<file path="config.mk">
export PLATFORM = sky130hd
export DESIGN_NAME = nsc_back
export DESIGN_NICKNAME = d
export VERILOG_FILES = /design/src/rtl/nsc_pkg.sv /design/src/rtl/nsc_back.sv
export SDC_FILE = /design/constraint.sdc
export NUM_CORES = 1
export LEC_CHECK = 0
export ABC_AREA = 1
export BUFFER_PORTS_ARGS = -buffer_cell sky130_fd_sc_hd__buf_2
export CAP_MARGIN = 20
export CORE_UTILIZATION = 60
export CTS_CLUSTER_DIAMETER = 60
export DETAILED_ROUTE_END_ITERATION = 16
export PLACE_DENSITY = 0.78
export SYNTH_ARGS = -nofsm -noshare
export SYNTH_HDL_FRONTEND = slang
export SYNTH_SLANG_ARGS = --single-unit
</file>
<file path="constraint.sdc">
create_clock -name clk -period 3.48 [get_ports clk]
set_input_delay 0.522 -clock clk [delete_from_list [all_inputs] [get_ports clk]]
set_output_delay 0.522 -clock clk [all_outputs]
set_load 0.01 [all_outputs]
</file>
<file path="src/rtl/nsc_pkg.sv">
// Shared types, character codes and type lookup for the NMEA sentence checker.
package nsc_pkg;

  // ASCII codes that steer the parser.
  localparam logic [7:0] CHAR_DOLLAR  = 8'h24;
  localparam logic [7:0] CHAR_STAR    = 8'h2A;
  localparam logic [7:0] CHAR_NEWLINE = 8'h0A;
  localparam logic [7:0] CHAR_CR      = 8'h0D;

  // Known sentence types, first character in the top byte.
  localparam logic [39:0] TYPE_GPGSA = 40'h47_50_47_53_41;
  localparam logic [39:0] TYPE_GPGGA = 40'h47_50_47_47_41;
  localparam logic [39:0] TYPE_GPRMC = 40'h47_50_52_4D_43;
  localparam logic [39:0] TYPE_GPGSV = 40'h47_50_47_53_56;

  // Type codes reported in the result.
  localparam logic [1:0] CODE_GPGSA = 2'd0;
  localparam logic [1:0] CODE_GPGGA = 2'd1;
  localparam logic [1:0] CODE_GPRMC = 2'd2;
  localparam logic [1:0] CODE_GPGSV = 2'd3;

  // Number of characters that make up the sentence type.
  localparam logic [2:0] TYPE_LEN = 3'd5;

  // Default depth of the token queue between front and back.
  localparam int QUEUE_DEPTH = 2;

  // Character classes produced by the front end.
  typedef enum logic [2:0] {
    TOK_OTHER,
    TOK_DOLLAR,
    TOK_NEWLINE,
    TOK_STAR,
    TOK_CR,
    TOK_HEX
  } tok_kind_t;

  typedef struct packed {
    tok_kind_t   kind;
    logic [3:0]  hex;
    logic [7:0]  ch;
  } token_t;

  typedef enum logic [1:0] {
    MODE_HUNT = 2'd0,
    MODE_BODY = 2'd1,
    MODE_SUM  = 2'd2
  } parse_mode_t;

  // Result item, last field in the lowest bits.
  typedef struct packed {
    logic        sum_well_formed;
    logic        sum_match;
    logic [7:0]  received_sum;
    logic [7:0]  computed_sum;
    logic [1:0]  sentence_type;
  } result_t;

  typedef struct packed {
    logic full;
    logic empty;
  } q_status_t;

  typedef struct packed {
    logic       found;
    logic [1:0] code;
  } type_match_t;

  // Looks up a captured five-character type.
  function automatic type_match_t match_type(input logic [39:0] chars);
    type_match_t m;
    m.found = 1'b1;
    m.code  = CODE_GPGSA;
    priority if (chars == TYPE_GPGSA) begin
      m.code = CODE_GPGSA;
    end else if (chars == TYPE_GPGGA) begin
      m.code = CODE_GPGGA;
    end else if (chars == TYPE_GPRMC) begin
      m.code = CODE_GPRMC;
    end else if (chars == TYPE_GPGSV) begin
      m.code = CODE_GPGSV;
    end else begin
      m.found = 1'b0;
    end
    return m;
  endfunction

endpackage

</file>
<file path="src/rtl/nsc_back.sv">
// Back end: sentence parser, checksum logic and the output register.
module nsc_back
  import nsc_pkg::*;
(
  input  logic         clk,
  input  logic         rst,
  input  logic         tok_valid,
  input  token_t       tok,
  output logic         pop,
  output logic         m_tvalid,
  input  logic         m_tready,
  output result_t      res
);

  parse_mode_t  mode, mode_next;
  logic [39:0]  type_chars, type_chars_next;
  logic [2:0]   type_count, type_count_next;
  logic [7:0]   running_xor, running_xor_next;
  logic [7:0]   sum_digits, sum_digits_next;
  logic [1:0]   digit_count, digit_count_next;
  logic         bad_digit, bad_digit_next;
  logic [1:0]   type_index, type_index_next;
  logic         emit;
  logic         well_formed;
  type_match_t  tm;

  // A token is taken whenever the output register can hold a new result.
  assign pop         = tok_valid && (!m_tvalid || m_tready);
  assign tm          = match_type(type_chars);
  assign well_formed = (digit_count == 2'd2) && !bad_digit;
  assign emit        = pop && (tok.kind == TOK_NEWLINE) && (mode == MODE_SUM);

  // Next parse mode.
  always_comb begin
    mode_next = mode;
    if (pop) begin
      if (tok.kind == TOK_DOLLAR) begin
        mode_next = MODE_BODY;
      end else begin
        unique case (mode)
          MODE_BODY: begin
            if (tok.kind == TOK_NEWLINE) begin
              mode_next = MODE_HUNT;
            end else if (tok.kind == TOK_STAR) begin
              mode_next = (tm.found && type_count == TYPE_LEN) ? MODE_SUM : MODE_HUNT;
            end
          end
          MODE_SUM: begin
            if (tok.kind == TOK_NEWLINE) begin
              mode_next = MODE_HUNT;
            end
          end
          default: mode_next = MODE_HUNT;
        endcase
      end
    end
  end

  // Sentence state updates driven by the current mode.
  always_comb begin
    type_chars_next  = type_chars;
    type_count_next  = type_count;
    running_xor_next = running_xor;
    sum_digits_next  = sum_digits;
    digit_count_next = digit_count;
    bad_digit_next   = bad_digit;
    type_index_next  = type_index;
    if (pop) begin
      if (tok.kind == TOK_DOLLAR) begin
        type_chars_next  = '0;
        type_count_next  = '0;
        running_xor_next = '0;
        sum_digits_next  = '0;
        digit_count_next = '0;
        bad_digit_next   = 1'b0;
      end else begin
        unique case (mode)
          MODE_BODY: begin
            if (tok.kind == TOK_NEWLINE) begin
              type_chars_next  = '0;
              type_count_next  = '0;
              running_xor_next = '0;
            end else if (tok.kind == TOK_STAR) begin
              if (tm.found && type_count == TYPE_LEN) begin
                type_index_next  = tm.code;
                sum_digits_next  = '0;
                digit_count_next = '0;
                bad_digit_next   = 1'b0;
              end else begin
                type_chars_next  = '0;
                type_count_next  = '0;
                running_xor_next = '0;
              end
            end else begin
              running_xor_next = running_xor ^ tok.ch;
              if (type_count < TYPE_LEN) begin
                type_chars_next = {type_chars[31:0], tok.ch};
                type_count_next = type_count + 3'd1;
              end
            end
          end
          MODE_SUM: begin
            if (tok.kind == TOK_NEWLINE) begin
              type_chars_next  = '0;
              type_count_next  = '0;
              running_xor_next = '0;
            end else if (tok.kind == TOK_HEX) begin
              sum_digits_next = {sum_digits[3:0], tok.hex};
              if (digit_count != 2'd3) begin
                digit_count_next = digit_count + 2'd1;
              end
            end else if (tok.kind != TOK_CR) begin
              bad_digit_next = 1'b1;
            end
          end
          default: ;
        endcase
      end
    end
  end

  // State registers.
  always_ff @(posedge clk) begin
    if (rst) begin
      mode        <= MODE_HUNT;
      type_chars  <= '0;
      type_count  <= '0;
      running_xor <= '0;
      sum_digits  <= '0;
      digit_count <= '0;
      bad_digit   <= 1'b0;
      type_index  <= '0;
    end else begin
      mode        <= mode_next;
      type_chars  <= type_chars_next;
      type_count  <= type_count_next;
      running_xor <= running_xor_next;
      sum_digits  <= sum_digits_next;
      digit_count <= digit_count_next;
      bad_digit   <= bad_digit_next;
      type_index  <= type_index_next;
    end
  end

  // Output register: loads a result at the closing newline, clears once taken.
  always_ff @(posedge clk) begin
    if (rst) begin
      m_tvalid <= 1'b0;
    end else if (emit) begin
      m_tvalid <= 1'b1;
    end else if (m_tready) begin
      m_tvalid <= 1'b0;
    end
  end

  always_ff @(posedge clk) begin
    if (emit) begin
      res.sentence_type   <= type_index;
      res.computed_sum    <= running_xor;
      res.received_sum    <= sum_digits;
      res.sum_well_formed <= well_formed;
      res.sum_match       <= well_formed && (sum_digits == running_xor);
    end
  end

endmodule

</file>
* Yosys cells after proc, flatten, opt, wreduce, memory -nomap -nowiden
Cells that the tools add are included.
** Storage, ports and cells
- Register bits after elaboration :: 87
- Logic and storage cells :: 124
** Operators by class
- Add/sub/neg operators :: 2
- $lt $le $gt $ge :: 1
- Equal/unequal tests :: 27
- Multiplexer cells :: 59
- Bitwise operators :: 3
- Reduce and logical (&&, ||, !) cells :: 18
** Operator list (number)
- two-way mux 40 bit :: 6
- == test 40 x 39 -> 1 bit (second input constant) :: 4
- two-way mux 8 bit :: 11
- case mux 40 bit (2 select lines) :: 1
- two-way mux 2 bit :: 16
- case mux 8 bit (2 select lines) :: 2
- two-way mux 3 bit :: 6
- AND reduction 8 bit :: 2
- != test 3 bit (second input constant) :: 5
- two-way mux 1 bit :: 13
- != test 5 bit (second input constant) :: 2
- != test 3 x 1 -> 1 bit (second input constant) :: 3
- == test 8 bit :: 1
- case mux 2 bit (2 select lines) :: 2
- XOR 8 bit :: 1
- AND reduction 7 bit :: 1
- == test 3 x 2 -> 1 bit (second input constant) :: 2
- == test 3 bit (second input constant) :: 2
- logical AND 1 bit :: 6
- != test 3 x 2 -> 1 bit (second input constant) :: 2
- case mux 3 bit (2 select lines) :: 1
- AND reduction 6 bit :: 1
- AND reduction 5 bit :: 1
- == test 2 bit (second input constant) :: 2
- other kinds (15) :: 17

* Longest topological paths before layout
- Depth in word-level cells :: 11
- Gate-level depth with buffers :: 16

* Worst setup path after synthesis
OpenSTA, ideal clock, no wires.
- Path type :: input to register
- Start point :: in tok[13] in the netlist's numbering
- End point :: reg res[0] in the netlist's numbering (enable)
- Data arrival time :: 2.484 ns
- Slack :: 0.572 ns
- Stages on the path :: 6
- Buffers on the path :: 0
- Cell sequence :: inv_2 -> nor2_4 -> inv_2 -> nor2_1 -> inv_1 -> nor3_1
** Between the ends
- Word-level cells in the longest chain between the ends :: 3
** RTL lines
- start, declared :: RTL line nsc_back.sv:8 : input token_t tok,
- == test 3 x 2 -> 1 bit :: RTL line nsc_back.sv:31 : assign emit = pop && (tok.kind == TOK_NEWLINE) && (mode == MODE_SUM);
- logical AND 1 bit (2 in series) :: RTL line nsc_back.sv:31
- named net emit :: RTL line nsc_back.sv:23 : logic emit;
- end, declared :: RTL line nsc_back.sv:12 : output result_t res
The timed path passes the listed nets, and every way through them passes these cells.
A chain may end at the register's enable or synchronous reset.

* Final worst setup path
- Start point :: reg type_chars[36]
- End point :: reg type_chars[33]
** Between the ends
- Word-level cells in the longest chain between the ends :: 8
- Elaborated cells on any way between the ends :: 11
- Those cells by class :: eq/ne (5); mux (4); reduce/logical (2)
** RTL lines
- start, declared :: RTL line nsc_back.sv:16 : logic [39:0] type_chars, type_chars_next;
- start signal, assigned :: RTL line nsc_back.sv:135 : type_chars <= type_chars_next;
- == test 40 x 39 -> 1 bit :: RTL line nsc_pkg.sv:80 : end else if (chars == TYPE_GPGSV) begin
- two-way mux 1 bit :: RTL line nsc_pkg.sv:80
- two-way mux 1 bit :: RTL line nsc_pkg.sv:78 : end else if (chars == TYPE_GPRMC) begin
- two-way mux 1 bit :: RTL line nsc_pkg.sv:76 : end else if (chars == TYPE_GPGGA) begin
- two-way mux 1 bit * :: RTL line nsc_pkg.sv:74 : priority if (chars == TYPE_GPGSA) begin
- logical AND 1 bit * :: RTL line nsc_back.sv:84 : if (tm.found && type_count == TYPE_LEN) begin
- != test 5 bit (no source line) *
- AND reduction 5 bit (no source line) *
Mark *: on every way between the ends. The rest lies on a longest branch, timed or not.

==> impl_metrics.csv <==
group,metric,value,unit
finish,final_util,68.81,%
timing,fin_crit_sh,75.84,%
route,wirelength,10280,um
setup_path,critPathCaptureType,"register",
route,dr.first_iter.drc_count,345,
setup_path,crit_arrival,2900,ps
global_route,grt_max_degree,36,
timing,fin_skew,11.58,ps
floorplan,core_area,0.007292,mm2
timing,slew_viol_final,0,
power_and_ir_drop,power_switching,0.7227,mW
power_and_ir_drop,swShare,32.14,%
placed_design,dp_hpwl,7046,um
logic_synthesis,yosys_warnings,0,
timing,fmax,378.9,MHz
finish,finalInstanceArea,0.005017,mm2
clock_tree,cts.sinks,87,
flow_run,drv_cap,0,
clock_tree,h-tree-depth,3,
global_route,grt_pass1_wl,16840,um
placed_design,place_area,0.004816,mm2
clock_tree,post-cts-setup-buffers,0,
logic_synthesis,ys_ff_latch,87,
floorplan,fp.dieW,89.10,um
timing,period_minus_slack,2639,ps
route,vias_per_cell,5.220,
placed_design,dp.cells,793,
logic_synthesis,synth_edf_count,20,
floorplan,std_cell_rows,31,
floorplan,die_area,0.007939,mm2
logic_synthesis,async_reset_ff_share,0,%
finish,layout-drive-gt1-share,12.24,%
placed_design,io_buffers,40,
setup_path,cp.required,3750,ps
logic_synthesis,netlist_top_cells_area,"dfxtp_1 (29%), edfxtp_1 (13%), nand2_1 (13%)",
route,drtPass1Iterations,6,
setup_path,path_max_fanout,31,
finish,fin_cells,810,
floorplan,start_util,62.42,%
timing,slew_headroom,51.30,%
placed_design,routabilityCongestion,0.8801,
logic_synthesis,synth.distinct_cells,34,
logic_synthesis,avgSynthCellArea,6.784,um2
clock_tree,numCtsBuffers,9,
global_route,grt_antenna_before_repair,0,
logic_synthesis,syn-num-nets,694,
power_and_ir_drop,finalPower,2.249,mW
timing,worst_hold_slack,426.4,ps
timing,setup_violations,0,
logic_synthesis,synth_common_cells,"nand2_1 (157), nor2_1 (141), inv_1 (101), dfxtp_1 (67), nand4_1 (33)",
finish,antenna_cells,0,
route,routed-via-count,4228,
power_and_ir_drop,p_int,1.526,mW
logic_synthesis,yosysTopAreaCell,"dfxtp_1",
finish,fin_nets,729,
logic_synthesis,synth_cells,671,
floorplan,die_h,89.10,um
power_and_ir_drop,pwr-share-comb,19.4,%
floorplan,boundaryPins,41,
clock_tree,cts_tree,"done",
logic_synthesis,yosys.area.top_type_share,29.47,%
finish,syn_to_final_growth,10.23,%
timing,rsz0062_at_grt,"false",
power_and_ir_drop,pwr-share-seq,52.4,%
logic_synthesis,synth_ff_type,"dfxtp_1",
clock_tree,clk_latency,370,ps
clock_tree,cts_resized,0,
logic_synthesis,synth_seq_area_share,42.66,%
timing,worst_slew_pin_slew,726.5,ps
power_and_ir_drop,power-per-cell-area,448.2,mW/mm2
clock_tree,clkTransAtPathRegs,90,ps
timing,final_hold_viol_count,0,
route,drtAntennaViolNets,0,
power_and_ir_drop,ir_drop,0.3167,mV
global_route,grt_pass1_vias,3734,
global_route,overflow,0,
power_and_ir_drop,clkPwrFrac,28.2,%
route,drcViolationCount,0,
power_and_ir_drop,p_leak,2.335,nW
clock_tree,cts_buffer_depth,2,
clock_tree,ctsHoldBuffers,0,
logic_synthesis,yosysMostFrequentCell,"nand2_1",
placed_design,pre_cts_ws,696.2,ps
timing,setup_tns,0,ps
timing,setup_ws,840.7,ps
hold_path,holdCritPathClass,"input pin to register",
global_route,grt_usage,27.55,%
status,status,"complete, no violations",
setup_path,worstSetupStartpointType,"register",
clock_tree,cts-root-buf,"clkbuf_8",
finish,fillers,675,
logic_synthesis,syn_area,0.004552,mm2
route,wire_per_inst,12.70,um
setup_path,path_class,"register to register",
cell type report:
cell class                 count  area, um2  share of cell area (%)
clock inverter                 7      50.05                  0.9975
tap                           99      123.9                   2.469
timing repair buffer          50      307.8                   6.135
sequential                    87       1942                   38.70
inverter                     109      409.1                   8.155
clock buffer                   9      123.9                   2.469
multi-input combinational    449       2061                   41.07
path summary, 6_finish.rpt:
path                               start                           to  slack (ps)  depth (start not counted)
max          type_chars[36]$_SDFFE_PP0P_  type_chars[33]$_SDFFE_PP0P_         840                         14
min                             m_tready        m_tvalid$_SDFFE_PP0P_         430                          4
max reg2reg  type_chars[36]$_SDFFE_PP0P_  type_chars[33]$_SDFFE_PP0P_         840                         14
min reg2reg   type_index[1]$_SDFFE_PP0P_             res[1]$_DFFE_PP_         430                          0
flip-flops by register name (all words and copies together) (netlist names):
signal and count:
m_tvalid 1, running_xor 8, type_count 3, digit_count 2, type_index 2, bad_digit 1
res 20, mode 2, sum_digits 8, type_chars 40
critical path, cell delays in order, from the launching register on:
cell and delay (ps):
dfxtp_1 320, nor2_1 100, nand3_1 90, nor2_1 310, and2_1 210, nand3_1 110
nand2_1 90, inv_2 40, nand2_2 60, nand3_4 270, nand3_2 520, buf_12 240
nand2_1 70, nand2_1 70, nor2_1 50
metal layers:
layer	wire [um]	global-route usage (%)
met1	4727	37.62
met2	4818	44.27
met3	597	3.970
met4	140	10.68
met5	0	0
cell families after synthesis:
| logic type | share of synthesized area [%] |
|---|---|
| buffers and inverters | 12.18 |
| adder cells (fa/ha/maj) | 1.100 |
| AND/OR/NAND/NOR | 35.93 |
| AO/OA/AOI/OAI | 5.828 |
| flip-flops | 42.66 |
| XOR/XNOR | 2.309 |
placed cells by master, fill, tap and decap left out, types with 2 or more instances in the layout:
cell type   instances
a21oi_1            22
buf_2              40
buf_4               8
clkbuf_8            9
clkinv_4            3
clkinvlp_4          2
dfxtp_1            67
edfxtp_1           20
ha_1                4
inv_1             101
inv_2               8
nand2_1           157
nand3_1            24
nand3_2             2
nand4_1            33
nor2_1            141
nor2_2              6
nor3_1             14
nor3_2              2
o21ai_0            12
o21ai_1             6
o21bai_1            2
o22ai_1             3
xnor2_1             8
xor2_1              4
power groups by stage:
| stage | registers [mW] | logic, mW | clock network [mW] |
|---|---|---|---|
| global placement | 1.20 | 0.413 | 0 |
| finish | 1.18 | 0.437 | 0.633 |
| CTS | 1.18 | 0.431 | 0.634 |
| detailed placement | 1.20 | 0.426 | 0 |
| floorplan | 1.18 | 0.347 | 0 |
| global route | 1.19 | 0.506 | 0.674 |
No activity file was read; power rests on OpenSTA's default activity.
